===== src/rtl/core/rmts_pkg.sv =====
// Shared types, constants and helpers of the rate monotonic tick scheduler.
package rmts_pkg;

  // Register slots, always four, whatever number of tasks is scheduled
  localparam int SLOTS        = 4;
  localparam int VAL_W        = 16;
  localparam int CFG_AW       = 5;
  localparam int CFG_DW       = 32;
  localparam int TASK_IDX_W   = 2;
  localparam int TICK_OUT_W   = 16;

  // Defaults of the top level parameters
  localparam int NUM_TASKS_DEF  = 4;
  localparam int TIME_WIDTH_DEF = 16;

  // Register indexes
  localparam logic [2:0] REG_PERIOD0 = 3'd0;
  localparam logic [2:0] REG_WCET0   = 3'd4;

  // Reset values of the registers
  localparam logic [VAL_W-1:0] PERIOD_RST = 16'd1;
  localparam logic [VAL_W-1:0] WCET_RST   = 16'd0;

  typedef struct packed {
    logic [SLOTS-1:0][VAL_W-1:0] period;
    logic [SLOTS-1:0][VAL_W-1:0] wcet;
  } cfg_t;

  typedef struct packed {
    logic [TASK_IDX_W-1:0] running_task;
    logic                  idle;
    logic                  new_segment;
    logic [TICK_OUT_W-1:0] tick_number;
  } res_t;

  // A period of zero behaves as a period of one
  function automatic logic [VAL_W-1:0] eff_period(input logic [VAL_W-1:0] p);
    eff_period = (p == '0) ? VAL_W'(1) : p;
  endfunction

endpackage


===== src/rtl/core/rmts_cfg_regs.sv =====
// Configuration register file with APB-style access: periods and budgets.
module rmts_cfg_regs import rmts_pkg::*; (
  input  logic              clk,
  input  logic              rst_n,
  input  logic              psel,
  input  logic              penable,
  input  logic              pwrite,
  input  logic [CFG_AW-1:0] paddr,
  input  logic [CFG_DW-1:0] pwdata,
  output logic [CFG_DW-1:0] prdata,
  output logic              pready,
  output cfg_t              cfg
);

  cfg_t       cfg_r;
  logic [2:0] reg_idx;
  logic       wr_en;

  assign reg_idx = paddr[CFG_AW-1:2];
  assign wr_en   = psel && penable && pwrite;
  assign pready  = 1'b1;
  assign cfg     = cfg_r;

  // Write the addressed register, keeping the low 16 bits of the word
  always_ff @(posedge clk) begin
    if (!rst_n) begin
      for (int s = 0; s < SLOTS; s++) begin
        cfg_r.period[s] <= PERIOD_RST;
        cfg_r.wcet[s]   <= WCET_RST;
      end
    end else if (wr_en) begin
      for (int s = 0; s < SLOTS; s++) begin
        if (reg_idx == REG_PERIOD0 + 3'(s)) begin
          cfg_r.period[s] <= pwdata[VAL_W-1:0];
        end
        if (reg_idx == REG_WCET0 + 3'(s)) begin
          cfg_r.wcet[s] <= pwdata[VAL_W-1:0];
        end
      end
    end
  end

  // Return the addressed register
  always_comb begin
    if (reg_idx < REG_WCET0) begin
      prdata = CFG_DW'(cfg_r.period[reg_idx[1:0]]);
    end else begin
      prdata = CFG_DW'(cfg_r.wcet[reg_idx[1:0]]);
    end
  end

endmodule


===== src/rtl/core/rmts_sched_core.sv =====
// Scheduler state and the tick step, done in one combinational pass: release, pick, charge.
module rmts_sched_core import rmts_pkg::*; #(
  parameter int NUM_TASKS  = NUM_TASKS_DEF,
  parameter int TIME_WIDTH = TIME_WIDTH_DEF
) (
  input  logic clk,
  input  logic rst_n,
  input  logic step,
  input  logic restart,
  input  cfg_t cfg,
  output res_t res
);

  localparam logic [TIME_WIDTH-1:0] TICK_MAX = {TIME_WIDTH{1'b1}};

  logic [TIME_WIDTH-1:0]           tick_r, tick_nxt;
  logic [NUM_TASKS-1:0][VAL_W-1:0] phase_r, phase_nxt;
  logic [NUM_TASKS-1:0][VAL_W-1:0] budget_r, budget_nxt;
  logic [NUM_TASKS-1:0]            broken_r, broken_nxt;

  logic [TIME_WIDTH-1:0]           now;
  logic [NUM_TASKS-1:0][VAL_W-1:0] ph_v;
  logic [NUM_TASKS-1:0][VAL_W-1:0] bud_v;
  logic [NUM_TASKS-1:0]            brk_v;
  logic [NUM_TASKS-1:0]            rel;
  logic [NUM_TASKS-1:0]            sel;
  logic                            found;
  logic [VAL_W-1:0]                best_per;
  logic [TASK_IDX_W-1:0]           run_idx;
  logic                            fresh;
  logic [VAL_W:0]                  ph_inc;
  logic [31:0]                     now_ext;

  always_comb begin
    // Apply a restart: time zero, fresh budgets, intervals whole
    now = restart ? '0 : tick_r;
    for (int t = 0; t < NUM_TASKS; t++) begin
      ph_v[t]  = restart ? '0 : phase_r[t];
      bud_v[t] = restart ? cfg.wcet[t] : budget_r[t];
      brk_v[t] = restart ? 1'b0 : broken_r[t];
    end

    // Release jobs whose phase came round, after time zero
    for (int t = 0; t < NUM_TASKS; t++) begin
      rel[t] = (now != '0) && (ph_v[t] == '0);
      if (rel[t]) begin
        bud_v[t] = cfg.wcet[t];
      end
    end
    if (|rel) begin
      brk_v = '1;
    end

    // Pick the ready task with the shortest period, lowest index on ties
    found    = 1'b0;
    best_per = '0;
    run_idx  = '0;
    for (int t = 0; t < NUM_TASKS; t++) begin
      if (bud_v[t] != '0 &&
          (!found || eff_period(cfg.period[t]) < best_per)) begin
        found    = 1'b1;
        best_per = eff_period(cfg.period[t]);
        run_idx  = TASK_IDX_W'(t);
      end
    end

    // Charge the running task one tick and advance the phases
    fresh = 1'b0;
    for (int t = 0; t < NUM_TASKS; t++) begin
      sel[t] = found && (run_idx == TASK_IDX_W'(t));
      fresh  = fresh || (sel[t] && ((bud_v[t] == cfg.wcet[t]) || brk_v[t]));
      budget_nxt[t] = sel[t] ? bud_v[t] - VAL_W'(1) : bud_v[t];
      broken_nxt[t] = sel[t] ? 1'b0 : brk_v[t];
      ph_inc        = {1'b0, ph_v[t]} + (VAL_W+1)'(1);
      phase_nxt[t]  = (ph_inc >= {1'b0, eff_period(cfg.period[t])}) ?
                      '0 : ph_inc[VAL_W-1:0];
    end

    // Saturate the tick counter
    tick_nxt = (now != TICK_MAX) ? now + TIME_WIDTH'(1) : now;
    now_ext  = 32'(now);

    res.running_task = run_idx;
    res.idle         = !found;
    res.new_segment  = fresh;
    res.tick_number  = now_ext[TICK_OUT_W-1:0];
  end

  // Commit the state of one tick
  always_ff @(posedge clk) begin
    if (!rst_n) begin
      tick_r   <= '0;
      phase_r  <= '0;
      budget_r <= '0;
      broken_r <= '0;
    end else if (step) begin
      tick_r   <= tick_nxt;
      phase_r  <= phase_nxt;
      budget_r <= budget_nxt;
      broken_r <= broken_nxt;
    end
  end

endmodule


===== src/rtl/core/rate_monotonic_tick_scheduler.sv =====
// Top level of the rate monotonic tick scheduler: handshake, input and result registers.
//
// Each accepted input word is one scheduler tick; each tick yields exactly one result word
// naming the task that ran (or idle), whether it opens a new run interval, and the tick's
// time index. A tick is taken into an input register; once the result register is free or
// drains, the release, rate-monotonic pick and budget charge of all tasks are done in one
// pass and the state and the result register are written together, so the block sustains
// one tick per clock while the output does not stall. The rate rests on the update
// being done in one pass through the period compare chain. The user must write periods
// and budgets over the APB-style port while the block is idle; it is not enforced.
module rate_monotonic_tick_scheduler import rmts_pkg::*; #(
  parameter int NUM_TASKS  = NUM_TASKS_DEF,
  parameter int TIME_WIDTH = TIME_WIDTH_DEF
) (
  input  logic                  clk,
  input  logic                  rst_n,
  input  logic                  in_valid,
  output logic                  in_stall,
  input  logic                  in_restart,
  output logic                  out_valid,
  input  logic                  out_stall,
  output logic [TASK_IDX_W-1:0] out_running_task,
  output logic                  out_idle,
  output logic                  out_new_segment,
  output logic [TICK_OUT_W-1:0] out_tick_number,
  input  logic                  psel,
  input  logic                  penable,
  input  logic                  pwrite,
  input  logic [CFG_AW-1:0]     paddr,
  input  logic [CFG_DW-1:0]     pwdata,
  output logic [CFG_DW-1:0]     prdata,
  output logic                  pready
);

  cfg_t cfg;
  res_t res;
  res_t res_r;
  logic in_vld_r;
  logic restart_r;
  logic out_vld_r;
  logic step;

  rmts_cfg_regs u_cfg (
    .clk     (clk),
    .rst_n   (rst_n),
    .psel    (psel),
    .penable (penable),
    .pwrite  (pwrite),
    .paddr   (paddr),
    .pwdata  (pwdata),
    .prdata  (prdata),
    .pready  (pready),
    .cfg     (cfg)
  );

  rmts_sched_core #(
    .NUM_TASKS  (NUM_TASKS),
    .TIME_WIDTH (TIME_WIDTH)
  ) u_core (
    .clk     (clk),
    .rst_n   (rst_n),
    .step    (step),
    .restart (restart_r),
    .cfg     (cfg),
    .res     (res)
  );

  // Advance the held tick whenever the result register is free or drains
  assign step     = in_vld_r && (!out_vld_r || !out_stall);
  assign in_stall = in_vld_r && !step;

  // Hold the incoming word
  always_ff @(posedge clk) begin
    if (!rst_n) begin
      in_vld_r <= 1'b0;
    end else if (!in_stall) begin
      in_vld_r <= in_valid;
    end
  end

  always_ff @(posedge clk) begin
    if (!in_stall && in_valid) begin
      restart_r <= in_restart;
    end
  end

  // Hold the result word until taken
  always_ff @(posedge clk) begin
    if (!rst_n) begin
      out_vld_r <= 1'b0;
    end else if (step) begin
      out_vld_r <= 1'b1;
    end else if (!out_stall) begin
      out_vld_r <= 1'b0;
    end
  end

  always_ff @(posedge clk) begin
    if (step) begin
      res_r <= res;
    end
  end

  assign out_valid        = out_vld_r;
  assign out_running_task = res_r.running_task;
  assign out_idle         = res_r.idle;
  assign out_new_segment  = res_r.new_segment;
  assign out_tick_number  = res_r.tick_number;

  // An idle tick reports task zero and no new interval
  a_idle_clean: assert property (@(posedge clk) disable iff (!rst_n)
    out_vld_r && res_r.idle |-> res_r.running_task == '0 && !res_r.new_segment)
    else $error("idle result carries a task or a new interval");

  // The input side stalls only when a word is held
  a_stall_held: assert property (@(posedge clk) disable iff (!rst_n)
    in_stall |-> in_vld_r)
    else $error("input stalled with no word held");

  // A processed tick always shows up as a result in the next cycle
  a_step_result: assert property (@(posedge clk) disable iff (!rst_n)
    step |=> out_vld_r)
    else $error("processed tick produced no result");

endmodule

===== config.mk =====
export PLATFORM = sky130hd
export DESIGN_NAME = rate_monotonic_tick_scheduler
export DESIGN_NICKNAME = d
export VERILOG_FILES = /design/src/rtl/core/rmts_pkg.sv /design/src/rtl/core/rmts_cfg_regs.sv /design/src/rtl/core/rmts_sched_core.sv /design/src/rtl/core/rate_monotonic_tick_scheduler.sv
export SDC_FILE = /design/constraint.sdc
export NUM_CORES = 1
export LEC_CHECK = 0
export ABC_AREA = 1
export BUFFER_PORTS_ARGS = -buffer_cell sky130_fd_sc_hd__buf_4
export CAP_MARGIN = 10
export CORE_MARGIN = 4
export CORE_UTILIZATION = 60
export CTS_CLUSTER_SIZE = 28
export DETAILED_ROUTE_END_ITERATION = 6
export PLACE_DENSITY = 0.78
export RECOVER_POWER = 100
export SLEW_MARGIN = 20
export SYNTH_ARGS = -nofsm -noshare
export SYNTH_HDL_FRONTEND = slang
export SYNTH_HIERARCHICAL = 1
export SYNTH_SLANG_ARGS = --single-unit

===== constraint.sdc =====
create_clock -name clk -period 19.2 [get_ports clk]
set_clock_uncertainty 0.05 [all_clocks]
set_input_delay 0.96 -clock clk [delete_from_list [all_inputs] [get_ports clk]]
set_output_delay 0.96 -clock clk [all_outputs]
set_load 0.005 [all_outputs]

== Word level (Yosys, flattened, before mapping) ==
Cells that the tools add are included.
Operators by class
  add/sub/neg operators: 9
  multiply operators: 0
  divide/modulo/power cells: 0
  $lt $le $gt $ge: 9
  equality and inequality tests: 16
  shifts and indexed selects: 0
  multiplexer cells: 52
  bitwise logic cells: 0
  reductions and logical operators: 63
Operator list (number)
  16-bit 2-to-1 mux: 32
  16-bit logical NOT: 8
  16-bit nonzero test: 5
  16-bit by 1-bit adder with 17-bit output (second input constant): 4
  17-bit by 16-bit greater-or-equal comparator with 1-bit output: 4
  16-bit binary-select mux with 2-bit select: 2
  16-bit equality test: 4
  16-bit by 1-bit subtractor with 16-bit output (second input constant): 4
  16-bit less-than comparator: 3
  1-bit logical AND: 20
  16-bit by 1-bit adder with 16-bit output (second input constant): 1
  16-bit != test (second input constant): 1
  2-bit AND reduction: 8
  1-bit 2-to-1 mux: 15
  3-bit equality test (second input constant): 4
  1-bit logical OR: 11
  1-bit logical NOT: 8
  3-bit by 2-bit equality test with 1-bit output (second input constant): 2
  2-bit equality test (second input constant): 2
  2-bit 2-to-1 mux: 2
  4-bit 2-to-1 mux: 1
  4-bit OR reduction: 1
  3-bit by 1-bit equality test with 1-bit output (second input constant): 1
  3-bit logical NOT: 1
  other kinds (5): 5
Word-level totals
  bits in registers: 299
  latch bits: 0
  bits in writable memories: 0
  ROM bits: 0
  logic and storage cells: 174
  memories: 0

== Longest topological paths before layout ==
Gate-level depths: netlist of the first run.
  word-level depth: 24
  gate-level depth with buffers: 77
  depth with buffers taken out: 66

== Hierarchy ==
Netlist of the first run, hierarchy kept.
Modules (own cells, without submodules)
  rmts_sched_core: instances 1, cells each 2439, area an instance 14818.0 um^2, seq. area each 2962.8 um^2
  rmts_cfg_regs: instances 1, cells each 1101, area an instance 6496.2 um^2, seq. area each 2562.5 um^2
  rate_monotonic_tick_scheduler: instances 1, cells each 34, area an instance 725.7 um^2, seq. area each 670.6 um^2

== Worst setup path before layout of the first run ==
No wires, ideal clock.
  path kind: reg2reg
  start: register restart_r
  end: register res_r, in the netlist out_new_segment, data pin
  setup time: 251 ps
  arrival: 8997 ps
  data required time: 18899 ps
  path slack: 9902 ps
  stages on the path, launching flop included: 68
  buffers on the path: 13
  period minus slack after synthesis: 9298 ps
  cells stage by stage: edfxtp_1 -> buf_2 -> buf_1 -> clkbuf_1 -> clkbuf_1 -> buf_1 -> clkbuf_1 -> nor2_1 -> inv_1 -> ha_1 -> nand2_1 -> nor2_1 -> nand2_1 -> nor2_4 -> nand2_4 -> buf_6 -> inv_1 -> nor2_1 -> [... 32 more ...] -> clkbuf_1 -> nand2_1 -> o21ai_0 -> ha_1 -> nand2_1 -> inv_1 -> nand3_1 -> a31oi_1 -> a2111oi_0 -> nand2_2 -> nand2_2 -> nand2_4 -> nand2_4 -> buf_2 -> o22ai_1 -> a21oi_1 -> o21ai_0 -> buf_4
On the way
  word-level cells in the longest chain between the ends: 24
  elaborated cells on any way between the ends: 77
  those cells by class: order compare (3); eq/ne (7); mux (28); reduce/logical (39)
RTL lines
  start: declaration: line rate_monotonic_tick_scheduler.sv:39  | logic restart_r;
  start signal: assignment: line rate_monotonic_tick_scheduler.sv:83  | restart_r <= in_restart;
  16-bit 2-to-1 mux (on tied branches): line rmts_sched_core.sv:36, rmts_sched_core.sv:38
  16-bit nonzero test or 16-bit logical NOT (tied branches): line rmts_sched_core.sv:45  | rel[t] = (now != '0) && (ph_v[t] == '0);
  1-bit logical AND: line rmts_sched_core.sv:45
  16-bit 2-to-1 mux: line rmts_sched_core.sv:46  | if (rel[t]) begin
  16-bit nonzero test: line rmts_sched_core.sv:59  | if (bud_v[t] != '0 &&
  16-bit 2-to-1 mux or 1-bit 2-to-1 mux (tied branches): line rmts_sched_core.sv:59
  16-bit less-than comparator or 1-bit logical NOT (tied branches): line rmts_sched_core.sv:60  | (!found || eff_period(cfg.period[t]) < best_per)) begin
  1-bit logical OR: line rmts_sched_core.sv:60
  [... 8 more ...]
  1-bit logical AND: line rmts_sched_core.sv:59
  2-bit 2-to-1 mux: line rmts_sched_core.sv:59
  2-bit by 1-bit equality test with 1-bit output or 2-bit logical NOT (tied branches): line rmts_sched_core.sv:70  | sel[t] = found && (run_idx == TASK_IDX_W'(t));
  1-bit logical AND: line rmts_sched_core.sv:70
  1-bit logical AND: line rmts_sched_core.sv:71  | fresh = fresh || (sel[t] && ((bud_v[t] == cfg.wcet[t]) || brk_v[t]));
  1-bit logical OR (2 in series): line rmts_sched_core.sv:71
  1-bit logical OR *: line rmts_sched_core.sv:71
  via u_core.fresh: line rmts_sched_core.sv:30  | logic fresh;
  end signal: assignment: line rate_monotonic_tick_scheduler.sv:100  | res_r <= res;
  end: declaration: line rate_monotonic_tick_scheduler.sv:37  | res_t res_r;
The timed path passes the listed nets; every way through them passes the cells marked *.
A chain may end at the register's enable or synchronous reset.

== Final worst setup path of the first run ==
  start: register restart_r
  end: register u_core/budget_r[50] (netlist name)
On the way
  word-level cells in the longest chain between the ends: 21
  elaborated cells on any way between the ends: 52
  those cells by class: add/sub (1); order compare (3); eq/ne (1); mux (24); reduce/logical (23)
RTL lines
  16-bit 2-to-1 mux (on tied branches): line rmts_sched_core.sv:36, rmts_sched_core.sv:38
  16-bit nonzero test or 16-bit logical NOT (tied branches): line rmts_sched_core.sv:45
  1-bit logical AND: line rmts_sched_core.sv:45
  16-bit 2-to-1 mux: line rmts_sched_core.sv:46
  16-bit nonzero test: line rmts_sched_core.sv:59
  16-bit 2-to-1 mux or 1-bit 2-to-1 mux (tied branches): line rmts_sched_core.sv:59
  16-bit less-than comparator or 1-bit logical NOT (tied branches): line rmts_sched_core.sv:60
  1-bit logical OR: line rmts_sched_core.sv:60
  [... 5 more ...]
  16-bit 2-to-1 mux or 1-bit 2-to-1 mux (tied branches): line rmts_sched_core.sv:59
  16-bit less-than comparator or 1-bit logical NOT (tied branches): line rmts_sched_core.sv:60
  1-bit logical OR: line rmts_sched_core.sv:60
  1-bit logical AND: line rmts_sched_core.sv:59
  2-bit 2-to-1 mux: line rmts_sched_core.sv:59
  2-bit equality test: line rmts_sched_core.sv:70
  1-bit logical AND: line rmts_sched_core.sv:70
  16-bit 2-to-1 mux *: line rmts_sched_core.sv:72  | budget_nxt[t] = sel[t] ? bud_v[t] - VAL_W'(1) : bud_v[t];
  end signal: assignment: line rmts_sched_core.sv:99  | budget_r <= budget_nxt;
  end: declaration: line rmts_sched_core.sv:18  | logic [NUM_TASKS-1:0][VAL_W-1:0] budget_r, budget_nxt;
Every way passes the cells marked *; elsewhere a longest branch is shown, timed or not.

==> results of run 1 <==
[per-stage QoR]
stage	setup slack (ns)	utilization [%]	power [mW]	instances	hold WS, ns
after floorplan	9.90	-	1.05	3589	0.395
after global placement	8.69	61.9	1.14	3910	0.401
after detailed placement	8.57	61.9	1.14	3910	0.405
after CTS	8.54	65.4	1.87	3977	0.415
after global routing	3.77	65.1	1.96	3978	0.433
final	4.66	65.1	1.88	3978	0.413
[final cells by class]
cell class / instances / area [sq um] / share of cell area, %
clock buffer: 54 / 1110 / 4.75
clock inverter: 13 / 154 / 0.658
inverter: 409 / 1540 / 6.57
multi-input combinational: 2661 / 13300 / 56.7
sequential: 299 / 6200 / 26.5
tap: 461 / 577 / 2.47
timing repair buffer: 81 / 548 / 2.34
[flip-flops by register name, summed over array words and instances (netlist names), 2 cells and up]
| register | cells |
|---|---|
| out_running_task | 2 |
| out_tick_number | 16 |
| u_cfg/cfg | 128 |
| u_core/broken_r | 4 |
| u_core/budget_r | 64 |
| u_core/phase_r | 64 |
| u_core/tick_r | 16 |
[kinds of logic (layout without fill, tap and decap cells)]
| kind of cell | count (synthesis) | in the layout | synth area share (%) |
|---|---|---|---|
| AOI/OAI and AO/OA | 402 | 402 | 10.5 |
| DFF | 299 | 299 | 28.1 |
| buffers and inverters | 629 | 557 | 11.8 |
| and+or+nand+nor | 1994 | 1994 | 37.5 |
| muxes | 5 | 5 | 0.255 |
| adders and majority gates | 124 | 124 | 7.04 |
| xor gates and xnor gates | 119 | 119 | 4.73 |
| other | 2 | 17 | 0.0341 |
[power groups by stage]
| stage | registers, mW | clock network, mW | logic [mW] |
|---|---|---|---|
| after floorplan | 0.673 | 0 | 0.373 |
| after global placement | 0.677 | 0 | 0.458 |
| after detailed placement | 0.677 | 0 | 0.466 |
| after CTS | 0.664 | 0.742 | 0.468 |
| after global routing | 0.667 | 0.769 | 0.529 |
| final | 0.664 | 0.733 | 0.479 |
[how the worst min path moves through the flow]
stage	start	end	slack (ns)
2_1_floorplan	u_core/phase_r[0]$_SDFFE_PN0P_	u_core/phase_r[0]$_SDFFE_PN0P_	0.40
3_5_place_dp	u_core/phase_r[33]$_SDFFE_PN0P_	u_core/phase_r[33]$_SDFFE_PN0P_	0.41
4_1_cts	u_core/phase_r[33]$_SDFFE_PN0P_	u_core/phase_r[33]$_SDFFE_PN0P_	0.41
5_1_grt	u_core/phase_r[30]$_SDFFE_PN0P_	u_core/phase_r[30]$_SDFFE_PN0P_	0.43
6_report	u_core/phase_r[16]$_SDFFE_PN0P_	u_core/phase_r[16]$_SDFFE_PN0P_	0.41
3_3_place_gp	u_core/broken_r[2]$_SDFFE_PN0P_	u_core/broken_r[2]$_SDFFE_PN0P_	0.40
[cell usage in the layout (no fill, tap or decap), types with 8 or more instances in the layout]
cell                        instances
sky130_fd_sc_hd__a211oi_1           9
sky130_fd_sc_hd__a21oi_1          196
sky130_fd_sc_hd__buf_4             31
sky130_fd_sc_hd__clkbuf_1          23
sky130_fd_sc_hd__clkbuf_16         39
sky130_fd_sc_hd__clkbuf_4          34
sky130_fd_sc_hd__clkbuf_8           8
sky130_fd_sc_hd__conb_1            17
sky130_fd_sc_hd__dfxtp_1          278
sky130_fd_sc_hd__edfxtp_1          21
sky130_fd_sc_hd__ha_1             124
sky130_fd_sc_hd__inv_1            401
sky130_fd_sc_hd__nand2_1         1106
sky130_fd_sc_hd__nand2_2           16
sky130_fd_sc_hd__nand3_1          180
sky130_fd_sc_hd__nand4_1           61
sky130_fd_sc_hd__nor2_1           505
sky130_fd_sc_hd__nor3_1            56
sky130_fd_sc_hd__nor4_1            37
sky130_fd_sc_hd__o2111ai_1         13
sky130_fd_sc_hd__o211ai_1          48
sky130_fd_sc_hd__o21ai_0           97
sky130_fd_sc_hd__xnor2_1           28
sky130_fd_sc_hd__xor2_1            91
[worst reg2reg max path: cells and delay by family, from the launching register on]
family | cells | cell delay, ns
and+or+nand+nor | 26 | 5.42
AOI/OAI and AO/OA | 12 | 3.98
buffers and inverters | 9 | 3.30
adders and majority gates | 4 | 1.17
DFF | 1 | 0.32
xor gates and xnor gates | 1 | 0.18
[layer usage]
metal  GRT usage [%]  vias up  part of all wire (%)
met1            47.4    10557                    43
met4            11.5        0                   3.4
met5               0        -                     0
met2            50.6     1167                    43
li1                -    11149                     -
met3            5.75      147                    11
==> results.txt, run 1 <==
----------------------------------------------------
[Worst setup path]
  Worst reg2reg startpoint ... restart_r$_DFFE_PP_
  Critical path depth ... 52
  Startpoint class of the critical path ... flop
  Required time at the endpoint of the critical path ... 19.60 ns
  Path depth of the worst reg2reg path ... 52
  Most repeated library cell on the critical path ... sky130_fd_sc_hd__nand2_1
  Master of the slowest instance on the critical path ... sky130_fd_sc_hd__nor2_1
  Worst R2R Setup Slack ... roughly 4.7 ns
  Setup CP Type ... flop to flop
  Capture point of the worst path ... u_core/budget_r[50]$_SDFFE_PN0P_
  CP Buf/Inv Count ... 9
  Crit-path leading delay family ... simple AND/OR/NAND/NOR gates
  Kind of end point of the critical path ... flop
  Largest incremental delay on the critical path ... 1.28 ns
  Reg-to-Reg End ... u_core/budget_r[50]$_SDFFE_PN0P_
  Beginning of the critical path ... restart_r$_DFFE_PP_
  Maximum net fanout on the critical path ... 50
  Data arrival, critical path ... 14.94 ns

[Clock network]
  Clock tree buffer depth ... 3
  Clk Tree Root Cell ... sky130_fd_sc_hd__clkbuf_16
  Insertion delay of the later-clocked pin in the worst-skew pair ... 0.56 ns
  Number of H-tree levels ... 2
  Post-cts gate resize count ... 0
  Hold_buf cts ... 0
  Clock slew seen by the registers of the worst setup and hold paths ... 0.06 ns
  TritonCTS buffer count ... 37
  Count of buffers added by post-CTS timing repair for setup ... 0
  Clock sinks ... approximately 300
  TritonCTS clock tree ... done

[Detailed routing]
  Wire length per cell ... roughly 17 um
  Initial DRC Count ... 2,779
  Count of antenna-violating nets left after detailed routing ... 0
  Number of search-and-repair iterations in the first detailed-routing pass ... 6
  Via count ... 23,020
  Detailed-route vias per instance ... 5.79
  Post-Route WL ... about 68,000 um
  Drc violations ... 0

[Run]
  # Max-Cap Violations ... 9

[Pwr]
  Fraction of power consumed by the clock network ... 39.1%
  Power share of the sequential group ... 35.4%
  Power per cell area ... 80.2 mW/mm^2
  Power spent charging and discharging nets ... 645 uW
  Peak supply drop ... 0.000105 V
  Total leakage power ... ~11 nW
  Cell internal pwr ... 1.23 mW
  Sw Ratio ... 34.4%
  Combinational share of power ... 25.5%

[STA]
  Unrepaired setup endpoints after global routing ... false
  Time the worst path needs with I/O delays and setup ... 14.54 ns
  Setup total negative slack ... 0 ns
  Final setup violation count ... 0
  Worst Max-Slew Pin Slew ... between 4 and 5 ns
  Final Hold Violating Endpoints ... 0
  Max-slew violations ... 579
  Max-Slew Margin vs Limit ... -195%
  Peak Freq ... 68.8 MHz
  Period utilisation layout ... 75.7%

[Logic synthesis]
  Share of Yosys cell area claimed by the top area cell type ... 25.3%
  Biggest area consumer among synthesized cells ... sky130_fd_sc_hd__dfxtp_1
  Prevailing post-synth register cell ... sky130_fd_sc_hd__dfxtp_1
  Count of yosys warnings during synthesis ... 6
  Area contributors post-synth ... sky130_fd_sc_hd__dfxtp_1 25%, sky130_fd_sc_hd__nand2_1 19%, sky130_fd_sc_hd__nor2_1 8.6%
  Combined area of all synthesized cells ... 0.0220 sq mm
  Number of distinct standard cells referenced by the synthesized netlist ... 58
  Most numerous cell in the Yosys netlist ... sky130_fd_sc_hd__nand2_1
  Proportion of synthesized flip-flops having asynchronous set or reset ... 0%
  Count of flip-flops with a built-in enable after synthesis ... 21
  Top cells by instance count after synthesis ... 1,102 x sky130_fd_sc_hd__nand2_1, 506 x sky130_fd_sc_hd__nor2_1, 400 x sky130_fd_sc_hd__inv_1
  Number of instances in the synthesized netlist ... 3,574
  Synthesized flop and latch total ... 299
  Proportion of synthesized chip area in sequential cells ... 28.1%
  Avg Synthesized Cell Area ... 6.17 sq um

[GRT]
  Vias in the first global route ... 20,603
  Global router's overall resource usage ... 33.1%
  Number of antenna violations at the first check in global routing ... 0
  Largest net degree at the start of global routing ... 108
  Wire length of the first global-routing pass ... between 100,000 and 150,000 um
  Residual overflow from global routing ... 0

[Floorplanning]
  Std-Cell Core Area ... between 0.03 and 0.04 sq mm
  Die span in y ... 200 um
  Floorplan die area ... 0.0399 sq mm
  Starting density of the core ... between 60 and 70%
  Chip width ... 200 um
  Row count ... 69
  I/O pin total ... 100

[Finish]
  Summed area of non-filler cells in the final layout ... 0.0234 sq mm
  Nets ... 3,658
  Synthesis-to-finish area growth ... 6.16%
  Share of post-route cells with drive strength above 1 ... 5.12%
  Filler Cell Count ... ~3,400
  Number of diodes added for antenna fixing ... 0

[Worst hold path]
  Worst min-delay path class ... flop to flop
  Count of cells along the worst hold path ... 2

[Placed design]
  Port buffer count ... 64
  DP Wirelength ... around 48,000 um
  Area of placed instances ... between 0.02 and 0.025 sq mm
  RD Place Congestion ... 0.981

[Outcome]
  Outcome ... finished, violations left
  Violated checks ... max-capacitance violations, max-slew violations

----------------------------------------------------
Note: power is estimated with default switching activity, not from simulation.
==> run 2: changes to the inputs <==
==> constraint.sdc (replaced) <==
create_clock -name clk -period 13.7 [get_ports clk]
set_clock_uncertainty 0.05 [all_clocks]
set_input_delay 0.685 -clock clk [delete_from_list [all_inputs] [get_ports clk]]
set_output_delay 0.685 -clock clk [all_outputs]
set_load 0.005 [all_outputs]
==> run 2 against run 1 <==
The run still ends with max-capacitance violations, max-slew violations left. Cell count about the same. Die area unchanged. Sequential power increased by 40%. Via count decreased by 1.1%.
==> results.txt, run 2 (synthesis gave the netlist of run 1 again) <==
----------------------------------------------------
[Detailed routing]
  Post-Route WL ... 67,800 um (-0.20%)
  Number of search-and-repair iterations in the first detailed-routing pass ... 6 (unchanged)
  Via count ... 22,760 (-1.1%)
  Wire length per cell ... 17.1 um (-0.15%)
  Drc violations ... 0 (unchanged)
  Initial DRC Count ... 2,631 (-5.3%)
  Count of antenna-violating nets left after detailed routing ... 0 (unchanged)
  Detailed-route vias per instance ... 5.72 (-1.1%)

[Clock network]
  Post-cts gate resize count ... 0 (unchanged)
  Insertion delay of the later-clocked pin in the worst-skew pair ... 0.55 ns (about the same)
  Hold_buf cts ... 0 (unchanged)
  Count of buffers added by post-CTS timing repair for setup ... 0 (unchanged)
  TritonCTS clock tree ... done
  Number of H-tree levels ... 2 (unchanged)
  Clk Tree Root Cell ... sky130_fd_sc_hd__clkbuf_16
  Clock slew seen by the registers of the worst setup and hold paths ... 0.06 ns (about the same)
  Clock sinks ... 299 (unchanged)
  TritonCTS buffer count ... 37 (unchanged)
  Clock tree buffer depth ... 3 (unchanged)

[Floorplanning]
  Floorplan die area ... 0.0399 sq mm (unchanged)
  Chip width ... 200 um (unchanged)
  Std-Cell Core Area ... 0.0359 sq mm (unchanged)
  I/O pin total ... 100 (unchanged)
  Die span in y ... 200 um (unchanged)
  Row count ... 69 (unchanged)
  Starting density of the core ... 61.4% (unchanged)

[Finish]
  Commonest non-fill, non-tap cell in the layout ... sky130_fd_sc_hd__nand2_1
  Share of post-route cells with drive strength above 1 ... 5.23% (+0.12 points)
  Nets ... 3,657 (-0.027%)
  Commonest cells after routing, fill and taps aside ... 1,107 x sky130_fd_sc_hd__nand2_1, 504 x sky130_fd_sc_hd__nor2_1, 402 x sky130_fd_sc_hd__inv_1, 278 x sky130_fd_sc_hd__dfxtp_1, 195 x sky130_fd_sc_hd__a21oi_1
  Flip-flop count of the largest register after layout ... 128 (unchanged)
  Synthesis-to-finish area growth ... 6.72%
  Number of diodes added for antenna fixing ... 0 (unchanged)
  Filler Cell Count ... 3,388 (+0.71%)

[Worst setup path]
  Required time at the endpoint of the critical path ... 14.08 ns (-5.52 ns)
  Data arrival, critical path ... 12.15 ns (-2.79 ns)
  Master of the slowest instance on the critical path ... sky130_fd_sc_hd__inv_1
  CP Buf/Inv Count ... 8 (-1)
  Path depth of the worst reg2reg path ... 53 (+1.9%)
  Crit-path leading delay family ... simple AND/OR/NAND/NOR gates
  Most repeated library cell on the critical path ... sky130_fd_sc_hd__nand2_1
  Worst reg2reg startpoint ... restart_r$_DFFE_PP_
  Worst R2R Setup Slack ... 1.93 ns (-2.73 ns)
  Reg-to-Reg End ... u_core/budget_r[30]$_SDFFE_PN0P_
  Setup CP Type ... flop to flop
  Largest incremental delay on the critical path ... 1.06 ns (-0.22 ns)
  Startpoint class of the critical path ... flop
  Maximum net fanout on the critical path ... 36 (-28%)
  Kind of end point of the critical path ... flop

[STA]
  Peak Freq ... 85.0 MHz (+24%)
  Period utilisation layout ... 85.9% (+10 points)
  Unrepaired setup endpoints after global routing ... false
  Worst Max-Slew Pin Slew ... 4.31 ns (-0.121 ns)
  Max-Slew Margin vs Limit ... -187% (+8.1 points)
  Time the worst path needs with I/O delays and setup ... 11.77 ns (-2.77 ns)
  Setup total negative slack ... 0 ns (unchanged)
  Max-slew violations ... 465 (-20%)
  Final Hold Violating Endpoints ... 0 (unchanged)
  Final setup violation count ... 0 (unchanged)

[Pwr]
  Power per cell area ... 114 mW/mm^2 (+42%)
  Total leakage power ... 10.9 nW (+0.63%)
  Total chip power ... 2.69 mW (+43%)
  Peak supply drop ... 0.0000952 V (-8.9%)

[GRT]
  Largest net degree at the start of global routing ... 103 (-4.6%)
  Vias in the first global route ... 20,579 (-0.12%)
  Global router's overall resource usage ... 33.0% (-0.10 points)
  Number of antenna violations at the first check in global routing ... 0 (unchanged)
  Residual overflow from global routing ... 0 (unchanged)
  Wire length of the first global-routing pass ... 107,000 um (about the same)

[Worst hold path]
  Worst min-delay path startpoint ... pwdata[0]
  Count of cells along the worst hold path ... 3 (+1)
  Worst min-delay path class ... input port to flop
  End point of the worst hold path ... u_cfg/cfg[112]$_SDFFE_PN1P_

[Placed design]
  DP Wirelength ... 47,900 um (+0.63%)
  Port buffer count ... 64 (unchanged)
  RD Place Congestion ... 0.978 (-0.30%)

[Outcome]
  Violated checks ... max-capacitance violations, max-slew violations
  Outcome ... finished, violations left

[Run]
  # Max-Cap Violations ... 8 (-1)

----------------------------------------------------
==> run 2: cell types whose count changed in the layout (fill, tap and decap cells not counted), moves of 2 or more <==
| cell | change |
|---|---|
| sky130_fd_sc_hd__clkbuf_1 | -5 |
| sky130_fd_sc_hd__bufinv_16 | +3 |
| sky130_fd_sc_hd__clkbuf_4 | -3 |
| sky130_fd_sc_hd__clkinvlp_4 | -3 |
| sky130_fd_sc_hd__buf_4 | +2 |
| sky130_fd_sc_hd__nor2_4 | +2 |
==> run 2: metal layers <==
metal	global-route usage, %	vias to the layer above	part of all wire, %
met1	46.8	10412	43
li1	-	11158	-
met2	51.2	1050	44
met4	11.2	0	3.4
met5	0	-	0
met3	5.50	140	10
==> run 2: power by group <==
| group | internal, mW | total [mW] | switching, mW |
|---|---|---|---|
| Clock | 0.681 | 1.08 | 0.400 |
| Sequential | 0.912 | 0.932 | 0.0201 |
| Combinational | 0.194 | 0.673 | 0.479 |
| Total | 1.79 | 2.69 | 0.900 |
==> run 2: how the worst max path moves through the flow <==
stage	cells past startpoint	start	end
after detailed placement	53	restart_r$_DFFE_PP_	u_core/budget_r[30]$_SDFFE_PN0P_
after CTS	53	restart_r$_DFFE_PP_	u_core/budget_r[30]$_SDFFE_PN0P_
after global routing	52	restart_r$_DFFE_PP_	u_core/budget_r[29]$_SDFFE_PN0P_
final	53	restart_r$_DFFE_PP_	u_core/budget_r[30]$_SDFFE_PN0P_
after global placement	53	restart_r$_DFFE_PP_	u_core/budget_r[21]$_SDFFE_PN0P_
after floorplan	67	restart_r$_DFFE_PP_	out_new_segment$_DFFE_PP_
==> run 2: worst reg2reg max path, delay by kind of cell, from the launching register on <==
family | cells | cell delay (ns)
compound gates | 12 | 2.75
fa+ha+maj | 4 | 1.21
buf+inv | 8 | 1.91
flops | 1 | 0.40
simple gates | 29 | 5.29
==> run 2: layout make-up <==
| class | instances | area [sq um] | share of cell area, % |
|---|---|---|---|
| clock inverters | 16 | 249 | 1.06 |
| multi-input cells | 2661 | 13300 | 56.6 |
| clock buffers | 50 | 1110 | 4.71 |
| repair buffers | 80 | 541 | 2.30 |
| well taps | 461 | 577 | 2.45 |
| inverters | 409 | 1540 | 6.53 |
| flip-flops and latches | 299 | 6200 | 26.3 |
==> run 2: metrics by stage <==
| step | std cells | worst slack (ns) | cell area, sq um | utilization [%] | hold slack [ns] |
|---|---|---|---|---|---|
| 6_report | 3976 | 1.93 | 23500 | 65.5 | 0.358 |
| 5_1_grt | 3976 | 1.14 | 23500 | 65.5 | 0.360 |
| 4_1_cts | 3976 | 3.38 | 23600 | 65.7 | 0.285 |
| 3_5_place_dp | 3910 | 3.43 | 22200 | 61.9 | 0.406 |
| 3_3_place_gp | 3910 | 3.65 | 22200 | 61.9 | 0.401 |
| 2_1_floorplan | 3589 | 4.40 | 22100 | - | 0.395 |
